**config.mk**
```make
export PLATFORM = sky130hd
export DESIGN_NAME = tepq_cell
export DESIGN_NICKNAME = d
export VERILOG_FILES = /design/src/hdl/tepq_pkg.sv /design/src/hdl/tepq_cell.sv
export SDC_FILE = /design/constraint.sdc
export NUM_CORES = 1
export LEC_CHECK = 0
export ABC_AREA = 1
export CORE_AREA = 2 2 118 120
export CTS_CLUSTER_DIAMETER = 60
export CTS_CLUSTER_SIZE = 20
export DETAILED_ROUTE_END_ITERATION = 10
export DIE_AREA = 0 0 120 122
export DONT_BUFFER_PORTS = 1
export HOLD_SLACK_MARGIN = 0.03
export SKIP_LAST_GASP = 1
export SLEW_MARGIN = 20
export SYNTH_ARGS = -nofsm -noshare
export SYNTH_HDL_FRONTEND = slang
export SYNTH_SLANG_ARGS = --single-unit
```
**constraint.sdc**
```tcl
create_clock -name clk -period 2.7 [get_ports clk]
set_input_delay 0.405 -clock clk [delete_from_list [all_inputs] [get_ports clk]]
set_output_delay 0.405 -clock clk [all_outputs]
set_load 0.05 [all_outputs]
```
**src/hdl/tepq_pkg.sv**
```systemverilog
// tepq_pkg: shared types and constants for the timed event priority queue
// used by the channel interfaces, the queue cell and the top level
package tepq_pkg;

  localparam int QUEUE_DEPTH = 256;
  localparam int TRIG_DEPTH  = 16;
  localparam int SRC_W       = 10;
  localparam int TIME_W      = 64;
  localparam int OP_W        = 3;
  localparam int STATUS_W    = 3;
  localparam int KIND_W      = 2;
  localparam int COUNT_W     = $clog2(QUEUE_DEPTH + 1);
  localparam int TCOUNT_W    = $clog2(TRIG_DEPTH + 1);
  localparam int TIDX_W      = (TRIG_DEPTH > 1) ? $clog2(TRIG_DEPTH) : 1;

  typedef enum logic [OP_W-1:0] {
    OP_SCHED      = 3'd0,
    OP_POP        = 3'd1,
    OP_CANCEL_ALL = 3'd2,
    OP_CANCEL_ONE = 3'd3,
    OP_PUSH_TRIG  = 3'd4,
    OP_RESCHED    = 3'd5
  } tepq_op_t;

  typedef enum logic [STATUS_W-1:0] {
    ST_OK       = 3'd0,
    ST_DROPPED  = 3'd1,
    ST_FULL     = 3'd2,
    ST_EMPTY    = 3'd3,
    ST_NOTFOUND = 3'd4,
    ST_PAST     = 3'd5
  } tepq_status_t;

  typedef enum logic [KIND_W-1:0] {
    KIND_NONE  = 2'd0,
    KIND_EVENT = 2'd1,
    KIND_TRIG  = 2'd2
  } tepq_kind_t;

  typedef enum logic [1:0] {
    CMD_HOLD   = 2'd0,
    CMD_INSERT = 2'd1,
    CMD_SHIFT  = 2'd2
  } tepq_cmd_t;

  typedef struct packed {
    logic              valid;
    logic [TIME_W-1:0] tm;
    logic [SRC_W-1:0]  src;
  } tepq_ent_t;

  // broadcast to every cell: item is the new entry for insert, the
  // appended entry for a shift with app_en set
  typedef struct packed {
    tepq_cmd_t cmd;
    logic      app_en;
    tepq_ent_t item;
  } tepq_ctl_t;

endpackage

```
**src/hdl/tepq_cell.sv**
```systemverilog
// tepq_cell: one slot of the sorted queue chain
// depends on tepq_pkg; talks to its two neighbors and takes the broadcast control
module tepq_cell import tepq_pkg::*; (
  input  logic      clk,
  input  logic      rst_n,
  input  tepq_ctl_t ctl,
  input  tepq_ent_t left_ent,
  input  logic      left_take,
  input  tepq_ent_t right_ent,
  output tepq_ent_t ent_o,
  output logic      take_o
);

  tepq_ent_t ent_r, ent_nxt;

  // slot is at or beyond the insertion point (equal times stay ahead)
  assign take_o = !ent_r.valid || (ent_r.tm > ctl.item.tm);
  assign ent_o  = ent_r;

  always_comb begin
    ent_nxt = ent_r;
    case (ctl.cmd)
      CMD_INSERT: begin
        if (left_take) begin
          ent_nxt = left_ent;
        end else if (take_o) begin
          ent_nxt = ctl.item;
        end
      end
      CMD_SHIFT: begin
        // tail slot takes the appended entry, all others move toward head
        if (ctl.app_en && ent_r.valid && !right_ent.valid) begin
          ent_nxt = ctl.item;
        end else begin
          ent_nxt = right_ent;
        end
      end
      default: ent_nxt = ent_r;
    endcase
  end

  always_ff @(posedge clk) begin
    if (!rst_n) begin
      ent_r <= '0;
    end else begin
      ent_r <= ent_nxt;
    end
  end

endmodule

```
# --- Word level (Yosys, flattened, before mapping) ---
# Cells that the tools add are included.
op_classes:
  n_addsub: 0
  n_mul: 0
  div: 0
  order_cmp: 1
  n_eq_ne: 3
  shifts: 0
  muxes: 4
  bitwise: 0
  reduce_logical: 7
op_table:
  columns: ["operator", "count"]
  rows:
  - ["75-bit 2-to-1 mux", 3]
  - ["75-bit one-hot mux with 2 select lines", 1]
  - ["64-bit greater-than comparator", 1]
  - ["3-bit inequality test (second input constant)", 1]
  - ["2-bit by 1-bit equality test with 1-bit output (second input constant)", 1]
  - ["2-bit equality test (second input constant)", 1]
  - ["1-bit logical AND", 2]
  - ["1-bit zero test", 2]
  - ["2-bit AND reduction", 1]
  - ["2-bit nonzero test", 1]
  - ["1-bit logical OR", 1]
totals:
  register_bits: 75
  latch_bits: 0
  mem_bits_rw: 0
  romBits: 0
  word_cells: 18
  n_memories: 0

# --- Depth between registers and ports, before layout ---
depth:
  word_depth: 5
  mapped_depth: 24

# --- Least setup slack after synthesis ---
# Ideal clock, no wire load.
synth_path:
  path_kind: "reg-to-reg"
  from: "register ent_r (netlist bit ent_o[67])"
  to: "register ent_r (netlist bit ent_o[32])"
  setup_time_ns: 0.114
  arrival_ns: 2.274
  required_time_ns: 2.586
  setup_slack_ns: 0.312
  path_stages_with_launch: 18
  period_less_slack_ns: 2.388
  cell_sequence: "dfxtp_1 -> ha_1 -> nand2_1 -> inv_1 -> o21ai_0 -> a21oi_1 -> nor2_1 -> nand2_1 -> a21oi_1 -> nand2_1 -> nand2_1 -> nand3_1 -> nand2_1 -> nand2_2 -> buf_6 -> buf_2 -> nor2_1 -> nor2_1"
synth_between:
  elab_chain_cells: 4
synth_lines:
  columns: ["item", "line", "text"]
  rows:
  - ["start: declaration", "tepq_cell.sv:14", "tepq_ent_t ent_r, ent_nxt;"]
  - ["start signal: assignment", "tepq_cell.sv:46", "ent_r <= ent_nxt;"]
  - ["64-bit greater-than comparator", "tepq_cell.sv:17", "assign take_o = !ent_r.valid || (ent_r.tm > ctl.item.tm);"]
  - ["1-bit logical OR", "tepq_cell.sv:17", null]
  - ["3-bit inequality test (no line)", null, null]
  - ["2-bit AND reduction (no line)", null, null]
# Every way passes these cells.
# A chain may end at the register's enable or synchronous reset.

# --- Worst setup path in the final report ---
layout_path:
  from: "register ent_r (netlist bit ent_o[64])"
  to: "output port take_o"
layout_between:
  elab_chain_cells: 2
layout_lines:
  columns: ["item", "line", "text"]
  rows:
  - ["64-bit greater-than comparator", "tepq_cell.sv:17", null]
  - ["1-bit logical OR", "tepq_cell.sv:17", null]
  - ["end: declaration", "tepq_cell.sv:11", "output logic take_o"]
# Every way passes these cells.

==> run_results.csv <==
group,metric,value,unit
layout,nFillCells,1416,
hold_path,min_from,"rst_n",
sta,finClkSkew,6.898,ps
global_route,grt_max_degree,89,
setup_path,r2r_start,"ent_o[64]",
yosys,synthCells,1133,
clocking,numCtsBuffers,9,
detailed_routing,first_pass_iters,5,
yosys,ys_seq_elements,75,
yosys,syn-cell-area,6636,µm²
floorplan,coreArea,13500,µm²
setup_path,path_class,"reg -> out",
placement,pre_cts_ws,130.6,ps
sta,setup_violations,0,
floorplan,num_rows,43,
floorplan,dieArea,14640,µm²
clocking,ctsHtreeMaxLevel,3,
yosys,synth_area_leader_cell,"dfxtp_1",
placement,dp_hpwl,15.34,mm
yosys,synth_area_leaders,"dfxtp_1 (23%), nand2_1 (16%), a21oi_1 (12%), ha_1 (12%), nor2_1 (12%)",
layout,multi_input_area,4516,µm²
layout,drive_above_1_share,0.09310,
global_route,grt_pass1_wl,32.73,mm
yosys,synth_most_common_cell,"nand2_1",
yosys,synth-edff-count,0,
setup_path,critPathMostFrequentCell,"nand2_1",
hold_path,min_path_type,"in -> reg",
clocking,path_clk_slew,60,ps
layout,design_area,7602,µm²
setup_path,crit_arrival,2090,ps
setup_path,crit_path_max_fanout,3,
clocking,postCtsHoldBufs,0,
detailed_routing,wl,20.77,mm
sta,worst-slew-pin-transition,913.1,ps
setup_path,end_kind,"output pin",
setup_path,rrSetupSlack,350,ps
sta,fin_crit,2497,ps
floorplan,die_h,122,µm
placement,place.port_buffers,0,
floorplan,start_util,0.4914,
setup_path,startpoint_type,"flop",
detailed_routing,vias_per_cell,5.390,
detailed_routing,wl_per_cell,15.50,µm
setup_path,cp_cell_sequence,"ha_1 > nand2_1 > nor4_2 > nand2_1 > nor2_2 > nand4_1 > nand2_1 > nand2_1 > buf_12",
layout,diodes,0,
global_route,gr-total-overflow,0,
yosys,ys_top_cells_by_count,"nand2_1 (286), nor2_1 (206), a21oi_1 (164)",
yosys,ys_async_sr_fraction,0,
clocking,clkLatencyLatePin,350,ps
power_and_ir_drop,p_leak,0.003937,µW
power_and_ir_drop,ir_worst_vdd,257.7,µV
setup_path,cp.required,2300,ps
sta,finalMaxSlewViolations,0,
sta,fmax,400.5,MHz
clocking,cts_tree,"yes",
yosys,avgSynthCellArea,5.857,µm²
placement,place_area,7262,µm²
setup_path,path_delay_family,"simple AND/OR/NAND/NOR gates",
layout,area_growth,14.56,%
layout,regArea,1501,µm²
setup_path,r2r_end,"ent_o[38]",
floorplan,dieWidth,120,µm
global_route,track_usage,0.2807,
detailed_routing,route.detailed.drc,0,
clocking,clockBufferDepth,2,
sta,slew_headroom,0.3913,
hold_path,worstHoldEndpoint,"ent_o[64]",
detailed_routing,ant_nets,0,
clocking,clock-sinks,75,
layout,fin_nets,1450,
yosys,ys_seq_area_frac,0.2262,
sta,setup_tns,0,ps
clocking,cts_root_buf,"clkbuf_16",
sta,setup_slack,203.2,ps
detailed_routing,drt_iter0_drc,433,
yosys,syn_nets,1428,
yosys,yosysUniqueCellTypes,26,
global_route,antenna_found_initial,0,
yosys,ys_warn_count,0,
yosys,synth_top_area_frac,0.2262,
setup_path,worst-r2r-cell-count,13,
sta,final_hold_viol_count,0,
power_and_ir_drop,finalPower,4073,µW
layout,layout.cells.non_filler,1340,
yosys,synth-main-ff-cell,"dfxtp_1",
flow_run,max_cap_viol_count,0,
layout,largest_register_ffs,75,
placement,place_congestion,0.8403,
detailed_routing,vias,7222,
sta,rsz0062_at_grt,"no",
power_and_ir_drop,powerDensity,535.8,nW/µm²
floorplan,ioPinCount,307,
hold_path,min_path_cells,2,
setup_path,slowest_stage,"dfxtp_1",
setup_path,path_buf_inv,1,
global_route,grt_pass1_vias,6612,
sta,fin_crit_sh,0.9248,
status,status,"finished, final reports clean",
placement,post-place-cells,1324,
setup_path,slowest_delay,330,ps
## layout by cell type (no fill, tap or decap), types with 8 or more instances in the layout
cell type and count:
a21oi_1 164, a32o_1 8, buf_4 77, clkbuf_16 9
dfxtp_1 75, ha_1 64, inv_1 80, nand2_1 285
nand3_1 9, nand3b_1 14, nor2_1 206, o21ai_0 124
## how the worst max path moves through the flow
stage	start	to	slack, ps	cells after the start
floorplan	ent_o[67]	ent_o[32]	310	17
global placement	ctl[65]	ent_o[35]	180	14
detailed placement	ctl[65]	ent_o[52]	130	14
CTS	ent_o[64]	take_o	130	9
global route	ent_o[65]	take_o	3	10
finish	ent_o[64]	take_o	200	9
## worst register-to-register path, cell delays in order (launching register included)
cell	delay [ps]
dfxtp_1	330
ha_1	280
nand2_1	90
nor4_2	290
nand2_1	140
nor2_2	170
nand4_1	100
nand2_1	100
nand3_1	70
nand2_1	160
nand2_4	100
buf_12	220
nor2_1	150
nor2_1	50
## final cells by class
type | instances | share of cell area
inverter | 83 | 0.04115
multi-input combinational | 902 | 0.5940
clock buffer | 12 | 0.03374
clock inverter | 4 | 0.009546
tap | 180 | 0.02962
timing repair buffer | 84 | 0.09447
sequential | 75 | 0.1975
## layer usage
| metal | up-vias | share of wire | wire, µm | GRT usage |
|---|---|---|---|---|
| li1 | 3748 | - | - | - |
| met4 | 0 | 0.024 | 498 | 0.08382 |
| met1 | 3166 | 0.42 | 8698 | 0.3296 |
| met5 | - | 0 | 0 | 0 |
| met3 | 33 | 0.093 | 1936 | 0.09597 |
| met2 | 275 | 0.46 | 9632 | 0.4840 |
## logic make-up after synthesis
logic type / synth area share
buffers and inverters: 0.09785
AND/OR/NAND/NOR: 0.3124
AO/OA/AOI/OAI: 0.2428
flip-flops: 0.2262
adder cells (fa/ha/maj): 0.1207
## metrics by stage
step,hold slack (ps),utilization
2_1_floorplan,692.5,-
3_3_place_gp,536.4,0.5378
5_1_grt,177.9,0.5630
4_1_cts,173.0,0.5621
3_5_place_dp,538.8,0.5378
6_report,179.5,0.5630
## power breakdown
group	switching, µW	internal (µW)
logic	927	471
registers	110	1220
clock network	490	859
## timing repair
item,CTS,global route
gates resized for setup,0,2
endpoints found under the setup margin,0,1
buffers inserted,0,0
No activity file was read; power rests on OpenSTA's default activity.
